==> src/rtl/alarm_table_scheduler_macros.svh <==
// Assertion macros shared by the alarm table scheduler RTL.
`ifndef ALARM_TABLE_SCHEDULER_MACROS_SVH
`define ALARM_TABLE_SCHEDULER_MACROS_SVH

// Checks a consequence in the same cycle as its cause, clocked on i_clk.
`define ATS_ASSERT_NOW(label, ante, cons, msg) \
    label: assert property (@(posedge i_clk) disable iff (!i_rst_n) (ante) |-> (cons)) \
        else $error(msg);

// Checks a consequence in the cycle after its cause, clocked on i_clk.
`define ATS_ASSERT_NEXT(label, ante, cons, msg) \
    label: assert property (@(posedge i_clk) disable iff (!i_rst_n) (ante) |=> (cons)) \
        else $error(msg);

`endif

==> src/rtl/ats_pkg.sv <==
// Shared types, constants and the microcode program of the alarm table scheduler.
package ats_pkg;

    localparam int SLOT_COUNT_DEF = 8;
    localparam logic [31:0] DEFAULT_PERIOD = 32'd86400;

    // Result status codes.
    localparam logic [2:0] ST_UPDATED = 3'd0;
    localparam logic [2:0] ST_CREATED = 3'd1;
    localparam logic [2:0] ST_FULL    = 3'd2;
    localparam logic [2:0] ST_REMOVED = 3'd3;
    localparam logic [2:0] ST_NOMATCH = 3'd4;
    localparam logic [2:0] ST_FIRED   = 3'd5;
    localparam logic [2:0] ST_DONE    = 3'd6;

    // Program counter and step addresses.
    localparam int PC_W = 3;
    localparam logic [PC_W-1:0] STEP_IDLE          = 3'd0;
    localparam logic [PC_W-1:0] STEP_COMMIT_SCAN   = 3'd1;
    localparam logic [PC_W-1:0] STEP_COMMIT_FINISH = 3'd2;
    localparam logic [PC_W-1:0] STEP_CHECK_SCAN    = 3'd3;
    localparam logic [PC_W-1:0] STEP_CHECK_DONE    = 3'd4;

    // Jump conditions.
    localparam logic [1:0] COND_NEXT     = 2'd0;
    localparam logic [1:0] COND_GOTO     = 2'd1;
    localparam logic [1:0] COND_MORE     = 2'd2;
    localparam logic [1:0] COND_IS_CHECK = 2'd3;

    typedef struct packed {
        logic        op;
        logic [63:0] alarm_key;
        logic [31:0] alarm_time;
        logic        repeat_daily;
        logic [31:0] now_seconds;
    } t_in;

    typedef struct packed {
        logic [2:0]  status;
        logic [63:0] fired_key;
        logic        last;
    } t_out;

    // Datapath actions, one bit each.
    typedef struct packed {
        logic accept;
        logic commit_scan;
        logic commit_finish;
        logic check_scan;
        logic emit_done;
    } t_strobe;

    typedef struct packed {
        t_strobe         act;
        logic [1:0]      cond;
        logic [PC_W-1:0] target;
    } t_ucode;

    // Datapath flags seen by the sequencer.
    typedef struct packed {
        logic in_op_check;
        logic last_slot;
        logic fire;
        logic out_free;
    } t_dp_stat;

    function automatic t_ucode ucode_rom(input logic [PC_W-1:0] pc);
        t_ucode w;
        w = '0;
        case (pc)
            STEP_IDLE: begin
                w.act.accept = 1'b1;
                w.cond       = COND_IS_CHECK;
                w.target     = STEP_CHECK_SCAN;
            end
            STEP_COMMIT_SCAN: begin
                w.act.commit_scan = 1'b1;
                w.cond            = COND_MORE;
                w.target          = STEP_COMMIT_SCAN;
            end
            STEP_COMMIT_FINISH: begin
                w.act.commit_finish = 1'b1;
                w.cond              = COND_GOTO;
                w.target            = STEP_IDLE;
            end
            STEP_CHECK_SCAN: begin
                w.act.check_scan = 1'b1;
                w.cond           = COND_MORE;
                w.target         = STEP_CHECK_SCAN;
            end
            STEP_CHECK_DONE: begin
                w.act.emit_done = 1'b1;
                w.cond          = COND_GOTO;
                w.target        = STEP_IDLE;
            end
            default: begin
                w.cond   = COND_GOTO;
                w.target = STEP_IDLE;
            end
        endcase
        return w;
    endfunction

endpackage

==> src/rtl/ats_chan_if.sv <==
// Valid/ready channel interface carrying one payload per transaction.
interface ats_chan_if #(
    parameter type t_payload = logic
);
    logic     valid;
    logic     ready;
    t_payload payload;

    modport source (output valid, output payload, input ready);
    modport sink   (input valid, input payload, output ready);
endinterface

==> src/rtl/alarm_table_scheduler.sv <==
// Top level of the alarm table scheduler: channels, period register and sequencer.
//
// Usage. Items arrive on i_cmd, a valid/ready channel; a transaction is taken
// when valid and ready are both high at a rising edge of i_clk. op = 0 commits
// an alarm (add, update or remove, one result); op = 1 checks the table against
// now_seconds and gives one fired result per due alarm, in slot order, then a
// done result with last set. Results leave on o_res under the same handshake.
// i_cfg_we with i_cfg_wdata writes the repeat period; write it only when idle.
// Timing: a microcoded sequencer walks the table one slot per cycle, unless a
// fired alarm waits for room in the result register. An item is scanned in full
// before i_cmd is ready for the next one, as the scan reads a single slot at a time.
// The first result is registered at the finish step after the scan for a
// commit, or when its slot is visited for a fired alarm.
// When the receiver stalls, the result register holds and the sequencer waits
// on the step that wants to emit; nothing is lost or repeated.
// After reset every slot is empty, the period is 86400 seconds, and i_cmd is
// ready.
module alarm_table_scheduler #(
    parameter int SLOT_COUNT = ats_pkg::SLOT_COUNT_DEF
) (
    input  logic              i_clk,
    input  logic              i_rst_n,
    ats_chan_if.sink          i_cmd,
    ats_chan_if.source        o_res,
    input  logic              i_cfg_we,
    input  logic [31:0]       i_cfg_wdata
);
    logic [31:0]       r_repeat_period;
    ats_pkg::t_strobe  act;
    ats_pkg::t_dp_stat stat;
    logic              in_ready;
    logic              res_valid;
    ats_pkg::t_out     res_payload;

    // The repeat period register; the user must write it only between items, the block does not enforce this.
    always_ff @(posedge i_clk) begin
        if (!i_rst_n) begin
            r_repeat_period <= ats_pkg::DEFAULT_PERIOD;
        end else if (i_cfg_we) begin
            r_repeat_period <= i_cfg_wdata;
        end
    end

    // The sequencer steps through the program: accept, scan, finish or done.
    ats_ucode_seq u_seq (
        .i_clk      (i_clk),
        .i_rst_n    (i_rst_n),
        .i_in_valid (i_cmd.valid),
        .i_stat     (stat),
        .o_in_ready (in_ready),
        .o_act      (act)
    );

    // The datapath holds the table and the result register.
    ats_datapath #(
        .SLOT_COUNT (SLOT_COUNT)
    ) u_dp (
        .i_clk           (i_clk),
        .i_rst_n         (i_rst_n),
        .i_act           (act),
        .i_cmd_payload   (i_cmd.payload),
        .i_repeat_period (r_repeat_period),
        .i_res_ready     (o_res.ready),
        .o_stat          (stat),
        .o_res_valid     (res_valid),
        .o_res_payload   (res_payload)
    );

    assign i_cmd.ready   = in_ready;
    assign o_res.valid   = res_valid;
    assign o_res.payload = res_payload;
endmodule

==> src/rtl/ats_ucode_seq.sv <==
// Microcode sequencer: program counter, control ROM, stall and jump logic.
module ats_ucode_seq (
    input  logic               i_clk,
    input  logic               i_rst_n,
    input  logic               i_in_valid,
    input  ats_pkg::t_dp_stat  i_stat,
    output logic               o_in_ready,
    output ats_pkg::t_strobe   o_act
);
    logic [ats_pkg::PC_W-1:0] r_pc;
    logic [ats_pkg::PC_W-1:0] n_pc;
    logic [ats_pkg::PC_W-1:0] pc_inc;
    ats_pkg::t_ucode          cw;
    logic                     needs_out;
    logic                     hold;

    assign cw     = ats_pkg::ucode_rom(r_pc);
    assign pc_inc = r_pc + ats_pkg::PC_W'(1);

    // A step stalls while it waits for a transaction or for room in the result register.
    assign needs_out = cw.act.commit_finish || cw.act.emit_done
                       || (cw.act.check_scan && i_stat.fire);
    assign hold      = (cw.act.accept && !i_in_valid) || (needs_out && !i_stat.out_free);

    assign o_in_ready = cw.act.accept;
    assign o_act      = hold ? '0 : cw.act;

    always_comb begin
        n_pc = r_pc;
        if (!hold) begin
            case (cw.cond)
                ats_pkg::COND_NEXT:     n_pc = pc_inc;
                ats_pkg::COND_GOTO:     n_pc = cw.target;
                ats_pkg::COND_MORE:     n_pc = i_stat.last_slot ? pc_inc : cw.target;
                ats_pkg::COND_IS_CHECK: n_pc = i_stat.in_op_check ? cw.target : pc_inc;
                default:                n_pc = ats_pkg::STEP_IDLE;
            endcase
        end
    end

    always_ff @(posedge i_clk) begin
        if (!i_rst_n) begin
            r_pc <= ats_pkg::STEP_IDLE;
        end else begin
            r_pc <= n_pc;
        end
    end
endmodule

==> src/rtl/ats_datapath.sv <==
// Alarm table, slot scan registers and the result register.
module ats_datapath #(
    parameter int SLOT_COUNT = ats_pkg::SLOT_COUNT_DEF
) (
    input  logic              i_clk,
    input  logic              i_rst_n,
    input  ats_pkg::t_strobe  i_act,
    input  ats_pkg::t_in      i_cmd_payload,
    input  logic [31:0]       i_repeat_period,
    input  logic              i_res_ready,
    output ats_pkg::t_dp_stat o_stat,
    output logic              o_res_valid,
    output ats_pkg::t_out     o_res_payload
);
    localparam int IDX_W = (SLOT_COUNT > 1) ? $clog2(SLOT_COUNT) : 1;

    // Stored keys are always nonzero, so a valid bit stands for an occupied slot.
    logic [63:0]      r_key [SLOT_COUNT];
    logic [31:0]      r_due [SLOT_COUNT];
    logic             r_rep [SLOT_COUNT];
    logic             r_vld [SLOT_COUNT];

    logic [IDX_W-1:0] r_idx;
    logic [63:0]      r_key_in;
    logic [31:0]      r_time_in;
    logic             r_rep_in;
    logic [31:0]      r_now;
    logic             r_match_found;
    logic [IDX_W-1:0] r_match_idx;
    logic             r_empty_found;
    logic [IDX_W-1:0] r_empty_idx;
    logic             r_hit;

    logic             r_out_valid;
    ats_pkg::t_out    r_out;

    logic             cur_vld;
    logic [63:0]      cur_key;
    logic [31:0]      cur_due;
    logic             cur_rep;
    logic             cur_match;
    logic             fire;
    logic             last_slot;
    logic             is_remove;
    logic             key_zero;
    logic [IDX_W-1:0] n_idx;
    logic [2:0]       commit_status;
    logic             emit_fire;
    logic             out_load;
    ats_pkg::t_out    n_out;

    assign cur_vld   = r_vld[r_idx];
    assign cur_key   = r_key[r_idx];
    assign cur_due   = r_due[r_idx];
    assign cur_rep   = r_rep[r_idx];
    assign cur_match = cur_vld && (cur_key == r_key_in);
    assign fire      = cur_vld && (cur_due < r_now);
    assign last_slot = (r_idx == IDX_W'(SLOT_COUNT - 1));
    assign is_remove = (r_time_in == 32'd0);
    assign key_zero  = (r_key_in == 64'd0);
    assign n_idx     = last_slot ? '0 : r_idx + IDX_W'(1);

    always_comb begin
        if (is_remove) begin
            commit_status = r_hit ? ats_pkg::ST_REMOVED : ats_pkg::ST_NOMATCH;
        end else if (key_zero) begin
            commit_status = ats_pkg::ST_FULL;
        end else if (r_match_found) begin
            commit_status = ats_pkg::ST_UPDATED;
        end else if (r_empty_found) begin
            commit_status = ats_pkg::ST_CREATED;
        end else begin
            commit_status = ats_pkg::ST_FULL;
        end
    end

    assign emit_fire = i_act.check_scan && fire;
    assign out_load  = i_act.commit_finish || i_act.emit_done || emit_fire;

    always_comb begin
        n_out = '0;
        if (i_act.commit_finish) begin
            n_out.status = commit_status;
            n_out.last   = 1'b1;
        end else if (i_act.emit_done) begin
            n_out.status = ats_pkg::ST_DONE;
            n_out.last   = 1'b1;
        end else begin
            n_out.status    = ats_pkg::ST_FIRED;
            n_out.fired_key = cur_key;
        end
    end

    assign o_stat.in_op_check = i_cmd_payload.op;
    assign o_stat.last_slot   = last_slot;
    assign o_stat.fire        = fire;
    assign o_stat.out_free    = !r_out_valid || i_res_ready;
    assign o_res_valid        = r_out_valid;
    assign o_res_payload      = r_out;

    // Control state and slot occupancy.
    always_ff @(posedge i_clk) begin
        if (!i_rst_n) begin
            for (int i = 0; i < SLOT_COUNT; i++) begin
                r_vld[i] <= 1'b0;
            end
            r_idx         <= '0;
            r_match_found <= 1'b0;
            r_empty_found <= 1'b0;
            r_hit         <= 1'b0;
            r_out_valid   <= 1'b0;
        end else begin
            if (i_act.accept) begin
                r_idx         <= '0;
                r_match_found <= 1'b0;
                r_empty_found <= 1'b0;
                r_hit         <= 1'b0;
            end
            if (i_act.commit_scan) begin
                if (cur_match) begin
                    r_match_found <= 1'b1;
                    if (is_remove) begin
                        r_vld[r_idx] <= 1'b0;
                        r_hit        <= 1'b1;
                    end
                end
                if (!cur_vld) begin
                    r_empty_found <= 1'b1;
                end
                r_idx <= n_idx;
            end
            if (i_act.commit_finish && !is_remove && !key_zero && !r_match_found
                && r_empty_found) begin
                r_vld[r_empty_idx] <= 1'b1;
            end
            if (i_act.check_scan) begin
                if (fire && !cur_rep) begin
                    r_vld[r_idx] <= 1'b0;
                end
                r_idx <= n_idx;
            end
            if (out_load) begin
                r_out_valid <= 1'b1;
            end else if (i_res_ready) begin
                r_out_valid <= 1'b0;
            end
        end
    end

    // Slot contents, the latched item and the result payload.
    always_ff @(posedge i_clk) begin
        if (i_act.accept) begin
            r_key_in  <= i_cmd_payload.alarm_key;
            r_time_in <= i_cmd_payload.alarm_time;
            r_rep_in  <= i_cmd_payload.repeat_daily;
            r_now     <= i_cmd_payload.now_seconds;
        end
        if (i_act.commit_scan) begin
            if (cur_match && !r_match_found) begin
                r_match_idx <= r_idx;
            end
            if (!cur_vld && !r_empty_found) begin
                r_empty_idx <= r_idx;
            end
        end
        if (i_act.commit_finish && !is_remove && !key_zero) begin
            if (r_match_found) begin
                r_due[r_match_idx] <= r_time_in;
                r_rep[r_match_idx] <= r_rep_in;
            end else if (r_empty_found) begin
                r_key[r_empty_idx] <= r_key_in;
                r_due[r_empty_idx] <= r_time_in;
                r_rep[r_empty_idx] <= r_rep_in;
            end
        end
        if (emit_fire && cur_rep) begin
            r_due[r_idx] <= cur_due + i_repeat_period;
        end
        if (out_load) begin
            r_out <= n_out;
        end
    end

`include "alarm_table_scheduler_macros.svh"

    `ATS_ASSERT_NOW(a_one_action, 1'b1, $onehot0(i_act), "more than one datapath action")
    `ATS_ASSERT_NOW(a_load_free, out_load, (!r_out_valid || i_res_ready), "result overwritten")
    `ATS_ASSERT_NEXT(a_scan_start, i_act.accept, (r_idx == '0), "scan not restarted")
    `ATS_ASSERT_NEXT(a_fired_key, emit_fire, (r_out.fired_key != 64'd0), "fired empty slot")
    `ATS_ASSERT_NEXT(a_created, (i_act.commit_finish && commit_status == ats_pkg::ST_CREATED), r_vld[$past(r_empty_idx)], "created slot not occupied")
endmodule

==> src/flat_wrapper.sv <==
// flat-port wrapper written by rule: the top's interface ports become plain ports
module alarm_table_scheduler_flat 
#(
    parameter int SLOT_COUNT = ats_pkg::SLOT_COUNT_DEF
)
  (i_clk, i_rst_n, i_cfg_we, i_cfg_wdata, i_cmd_valid, i_cmd_payload, i_cmd_ready, o_res_valid, o_res_payload, o_res_ready);
  ats_chan_if #(.t_payload(ats_pkg::t_in)) i_cmd_i ();
  ats_chan_if #(.t_payload(ats_pkg::t_out)) o_res_i ();
  input  logic i_clk;
  input  logic i_rst_n;
  input  logic i_cfg_we;
  input  logic [31:0] i_cfg_wdata;
  input wire logic [$bits(i_cmd_i.valid)-1:0] i_cmd_valid;
  input wire logic [$bits(i_cmd_i.payload)-1:0] i_cmd_payload;
  output wire logic [$bits(i_cmd_i.ready)-1:0] i_cmd_ready;
  output wire logic [$bits(o_res_i.valid)-1:0] o_res_valid;
  output wire logic [$bits(o_res_i.payload)-1:0] o_res_payload;
  input wire logic [$bits(o_res_i.ready)-1:0] o_res_ready;
  assign i_cmd_i.valid = i_cmd_valid;
  assign i_cmd_i.payload = i_cmd_payload;
  assign i_cmd_ready = i_cmd_i.ready;
  assign o_res_valid = o_res_i.valid;
  assign o_res_payload = o_res_i.payload;
  assign o_res_i.ready = o_res_ready;
  alarm_table_scheduler #(.SLOT_COUNT(SLOT_COUNT)) u_core (.i_clk(i_clk), .i_rst_n(i_rst_n), .i_cmd(i_cmd_i), .o_res(o_res_i), .i_cfg_we(i_cfg_we), .i_cfg_wdata(i_cfg_wdata));
endmodule
==> config.mk <==
export PLATFORM = sky130hd
export DESIGN_NAME = alarm_table_scheduler_flat
export DESIGN_NICKNAME = d
export VERILOG_FILES = /design/src/rtl/ats_pkg.sv /design/src/rtl/ats_chan_if.sv /design/src/rtl/alarm_table_scheduler.sv /design/src/rtl/ats_ucode_seq.sv /design/src/rtl/ats_datapath.sv /design/src/flat_wrapper.sv
export VERILOG_INCLUDE_DIRS = /design/src /design/src/rtl
export SDC_FILE = /design/constraint.sdc
export NUM_CORES = 1
export LEC_CHECK = 0
export ABC_AREA = 1
export BUFFER_PORTS_ARGS = -buffer_cell sky130_fd_sc_hd__buf_4
export CAP_MARGIN = 20
export CORE_MARGIN = 4
export CORE_UTILIZATION = 30
export CTS_BUF_LIST = sky130_fd_sc_hd__clkbuf_4 sky130_fd_sc_hd__clkbuf_8
export CTS_CLUSTER_DIAMETER = 40
export DETAILED_ROUTE_END_ITERATION = 16
export PLACE_DENSITY = 0.44
export SLEW_MARGIN = 20
export SYNTH_ARGS = -nofsm -noshare
export SYNTH_HDL_FRONTEND = slang
export SYNTH_SLANG_ARGS = --single-unit
export TNS_END_PERCENT = 1
==> constraint.sdc <==
create_clock -name i_clk -period 14.4 [get_ports i_clk]
set_input_delay 3.6 -clock i_clk [delete_from_list [all_inputs] [get_ports i_clk]]
set_output_delay 3.6 -clock i_clk [all_outputs]
set_load 0.02 [all_outputs]
Yosys cells after proc, flatten, opt, wreduce, memory -nomap -nowiden
Memory sizes are Yosys's and may differ from the RTL's. A register that Yosys moved wholly into a read port is not among the register bits.
Index checks and enable logic that the tools add are counted.
Widths: inputs -> output; s select.
- register bits: 245
- output and inout bits: 70
- input bits: 167
- logic and storage cells: 157
- memories kept: 4
- RAM bits: 784
- memory list (memory ; depth ; width ; read ports ; clocked after Yosys merged registers in ; write ports ; line ; source):
    u_core.u_dp.r_key ; 8 ; 64 ; 1 ; 1 ; 1 ; ats_datapath.sv:18 ; logic [63:0] r_key [SLOT_COUNT];
    u_core.u_dp.r_due ; 8 ; 32 ; 1 ; 1 ; 1 ; ats_datapath.sv:19 ; logic [31:0] r_due [SLOT_COUNT];
    u_core.u_dp.r_rep ; 8 ; 1 ; 1 ; 1 ; 1 ; ats_datapath.sv:20 ; logic r_rep [SLOT_COUNT];
    u_core.u_dp.r_vld ; 8 ; 1 ; 1 ; 1 ; 8 ; ats_datapath.sv:21 ; logic r_vld [SLOT_COUNT];
- add/subtract/negate cells: 3
- reductions and logical operators: 43
- mux-type cells: 80
- order comparisons: 1
- bitwise gates (word level): 1
- equality and inequality tests: 9
- operator list (operator ; count):
    $mux 3 ; 22
    $eq 64x64->1 ; 1
    $logic_not 64->1 ; 1
    $mux 32 ; 2
    $reduce_or 32->1 ; 2
    $mux 1 ; 49
    $add 32x32->32 ; 1
    $logic_not 32->1 ; 1
    $lt 32x32->1 ; 1
    $pmux 5 s3 ; 1
    $logic_and 1x1->1 ; 14
    $pmux 3 s4 ; 1
    $logic_not 1->1 ; 9
    $mux 2 ; 4
    $add 3x1->3 const B ; 2
    $eq 3x2->1 const B ; 2
    $eq 3x3->1 const B ; 2
    $logic_or 1x1->1 ; 6
    $mux 5 ; 1
    $eq 2x2->1 const B ; 2
    $reduce_and 2->1 ; 2
    $eq 3x1->1 const B ; 1
    $logic_not 3->1 ; 1
    $reduce_bool 3->1 ; 1
    other kinds (6) ; 8

Logic depth before layout (Yosys ltp)
- depth after elaboration: 16
- gate-level depth with buffers: 33
- depth with buffers taken out: 29

By module
From an unflattened synthesis, not the netlist that was laid out.
- cell total of the unflattened synthesis: 4918
- area, all modules: 48141.2 sq um
- by module, submodules not included (module ; cells an instance ; times used ; area an instance (sq um)):
    ats_datapath ; 4667 ; 1 ; 46473.3
    alarm_table_scheduler ; 193 ; 1 ; 1296.2
    ats_ucode_seq ; 58 ; 1 ; 371.6

Least setup slack after synthesis
No wires, ideal clock.
- path type: in2reg
- start: in o_res_ready
- end: reg (tool-made name)
- library setup time: 0.125 ns
- data required time: 14.275 ns
- data arrival time: 10.134 ns
- stages on the path: 7
- setup slack: 4.141 ns
- cells stage by stage: nor2_1 > nand2_2 > nand2_4 > nor2_1 > nor2_1 > a21oi_1 > nor2_1
- RTL lines (what ; line ; source):
    from (decl) ; flat_wrapper.sv:18 ; input wire logic [$bits(o_res_i.ready)-1:0] o_res_ready;

==> out/metrics.yaml <==
grt_max_degree: 179
overflow: 0
numCtsBuffers: 199
dp.cells: 5702
syn_avg_cell_area_um2: 11.7
finalHoldViolCount: 0
place_congestion: 0.853
slew_headroom: 0.238
avgViaCountPerCell: 4.81
fmax_mhz: 133
hold_class: "reg2reg"
drtAntennaViolNets: 0
num_rows: 139
async_flop_share: 0
skew_ns: 0.0848
nFillCells: 14300
drive_gt1_frac: 0.160
insertion_delay_ns: 0.92
end_kind: "flip-flop"
drv_slew: 0
ys_types: 58
hold_slack_ns: 0.467
start_kind: "flip-flop"
critical_path_class: "reg2reg"
numPortBuffers: 236
initial_core_util: 0.302
status: "complete, no violations"
post_cts_buffers: 0
drt-total-wl_um: 137000
min_period_over_period: 0.523
ys_ff_latch: 1032
firstDrtPassIters: 7
synth_ff_type: "edfxtp_1"
synth-edff-count: 979
cts_root_buffer: "clkbuf_8"
fp.coreArea_um2: 144000
worst_slew_pin_slew_ns: 1.14
clkTransAtPathRegs_ns: 0.06
finalCriticalPeriod_ns: 7.54
synth_nets: 3936
wl_per_cell_um: 22.5
max-clock-path-buffers: 3
syn_to_final_growth_pct: 19.0
cts_max_level: 4
instances_no_fill: 6072
vias: 29200
cts-resized-gates: 0
die_x_um: 388
power_density_nw_per_um2: 202
die_area_um2: 151000
yosysWarnings: 0
grt_usage: 0.178
antenna_found_initial: 6
post-place-ws_ns: 6.75
grt_setup_unrepaired: "no"
cp.required_ns: 14.91
drt_iter0_drc: 2243
cts_tree: "yes"
die_height_um: 388
grt_pass1_vias: 29000
tns_ns: 0
worstPathMaxFanout: 178
seq_area_frac_synth: 0.703
grt_pass1_wl_um: 199000
cellLeakagePower_uw: 0.0187
setup_slack_ns: 6.86
fin_util: 0.359
drc: 0
cts_hold_buf: 0
netlist_area_um2: 43400
peakVddDrop_mv: 0.122
num-nets-final: 4237
cp.arrival_ns: 8.04
cts_sinks: 1032
hpwl_um: 85700
setup_viol: 0
ioPinCount: 237
maxCapViolCount: 0
syn_inst: 3699
[layout make-up]
| class | count | area (um2) | share of cell area |
|---|---|---|---|
| Sequential cell | 1032 | 30500 | 0.590 |
| Multi-Input combinational cell | 2307 | 11500 | 0.223 |
| Clock buffer | 263 | 3320 | 0.0643 |
| Tap cell | 1903 | 2380 | 0.0461 |
| Timing Repair Buffer | 277 | 2090 | 0.0405 |
| Clock inverter | 104 | 1150 | 0.0223 |
| Inverter | 183 | 703 | 0.0136 |
| Antenna cell | 3 | 7.51 | 0.000145 |
[sequential cells by signal (all words and copies together), names as in the netlist, named ones only]
name and count:
u_core.u_dp.r_match_found 1, u_core.u_dp.r_due 256, u_core.u_dp.r_hit 1, u_core.u_dp.o_res_payload 68, u_core.u_dp.r_idx 3, u_core.u_dp.r_vld 8, u_core.u_dp.r_empty_found 1, u_core.u_dp.r_empty_idx 3
u_core.u_dp.r_key 512, u_core.u_dp.r_time_in 32, u_core.u_seq.r_pc 3, u_core.u_dp.r_key_in 64, u_core.r_repeat_period 32, u_core.u_dp.r_rep 8, u_core.u_dp.o_res_valid 1, u_core.u_dp.r_now 32
u_core.u_dp.r_match_idx 3, u_core.u_dp.r_rep_in 1
[power by group]
| part | total [uW] | internal, uW | switching (uW) |
|---|---|---|---|
| registers | 4410 | 3990 | 419 |
| logic | 2810 | 771 | 2040 |
| clock network | 3230 | 1880 | 1340 |
| total | 10400 | 6640 | 3800 |
[layer usage]
layer / wire (um) / track usage / vias up
met5: 0 / 0 / -
met2: 65500 / 0.293 / 854
met3: 7140 / 0.0343 / 197
met4: 2710 / 0.0441 / 0
met1: 61400 / 0.243 / 14300
li1: - / - / 13800
[placed cells by master (no fill, tap or decap), types with 6 or more instances in the layout]
master	instances
bufinv_16	20
xor2_1	27
edfxtp_1	979
a21o_1	14
o21ai_1	90
clkbuf_4	48
nor3_1	15
clkinv_1	37
a31oi_1	36
inv_2	6
ha_1	69
inv_1	173
clkbuf_8	215
nand2_1	452
nor2_1	759
and2_1	13
o21ai_0	428
nor2_4	16
clkinvlp_4	13
o211ai_1	34
nand4_1	31
nand3_1	52
o21bai_1	9
nand3b_1	6
clkinv_2	18
buf_4	276
o22ai_1	88
dfxtp_1	50
nor4_1	27
a21oi_1	63
xnor2_1	20
[path summary, 6_finish.rpt]
kind                                 from                           endpoint  slack [ns]  cells past startpoint
min reg2reg  u_core.u_dp.r_vld[0]$_DFF_P_       u_core.u_dp.r_vld[0]$_DFF_P_        0.47                      2
max                             flip-flop  u_core.u_dp.r_due[7][5]$_DFFE_PP_        6.86                     26
min          u_core.u_dp.r_vld[0]$_DFF_P_       u_core.u_dp.r_vld[0]$_DFF_P_        0.47                      2
max reg2reg                     flip-flop  u_core.u_dp.r_due[7][5]$_DFFE_PP_        6.86                     26
[critical path: stages, from the launching register on]
cell and delay (ns):
dfxtp_4 0.49, inv_8 0.66, buf_4 0.83, o21ai_0 0.20, a31oi_1 0.36, ha_1 0.32, a21oi_1 0.16, nand2_1 0.10
nand2_1 0.06, nand2_1 0.09, nand2_1 0.09, nand2_1 0.17, nand2_1 0.13, nand2_1 0.13, nand2_1 0.11, nand2_2 0.09
nand2_4 0.20, nor2_2 0.06, nand2_2 0.05, buf_4 0.54, inv_1 0.37, nand2_1 0.16, o21ai_2 0.09, inv_2 0.07
nand2_1 0.12, nor2_4 0.64, buf_4 0.46
[through the flow]
stage / power [uW] / cell area, um2
finish: 10400 / 51600
global route: 11000 / 51600
CTS: 10600 / 51600
detailed placement: 7310 / 47100
global placement: 7320 / 47100
floorplan: 6090 / 43400
[cell usage after synthesis, drive strengths merged, types with 14 or more instances]
| master | number | area, um2 |
|---|---|---|
| nand4 | 33 | 219 |
| nor2 | 779 | 2960 |
| dfxtp | 53 | 1060 |
| nand2 | 458 | 1740 |
| a31oi | 36 | 225 |
| a21o | 14 | 105 |
| o211ai | 34 | 255 |
| xnor2 | 20 | 175 |
| clkbuf | 104 | 390 |
| nor4 | 28 | 175 |
| a21oi | 64 | 324 |
| buf | 73 | 482 |
| o21ai | 525 | 2650 |
| ha | 69 | 863 |
| inv | 182 | 683 |
| nor3 | 18 | 95.1 |
| nand3 | 54 | 288 |
| edfxtp | 979 | 29400 |
| xor2 | 27 | 236 |
| o22ai | 88 | 551 |
[cells by family after synthesis]
group,share of synthesized area
AOI/OAI and AO/OA,0.100
xor gates and xnor gates,0.00949
adders and majority gates,0.0204
buffers and inverters,0.0360
DFF,0.703
muxes,0.000750
and+or+nand+nor,0.131
Note: power is estimated with default switching activity, not from simulation.
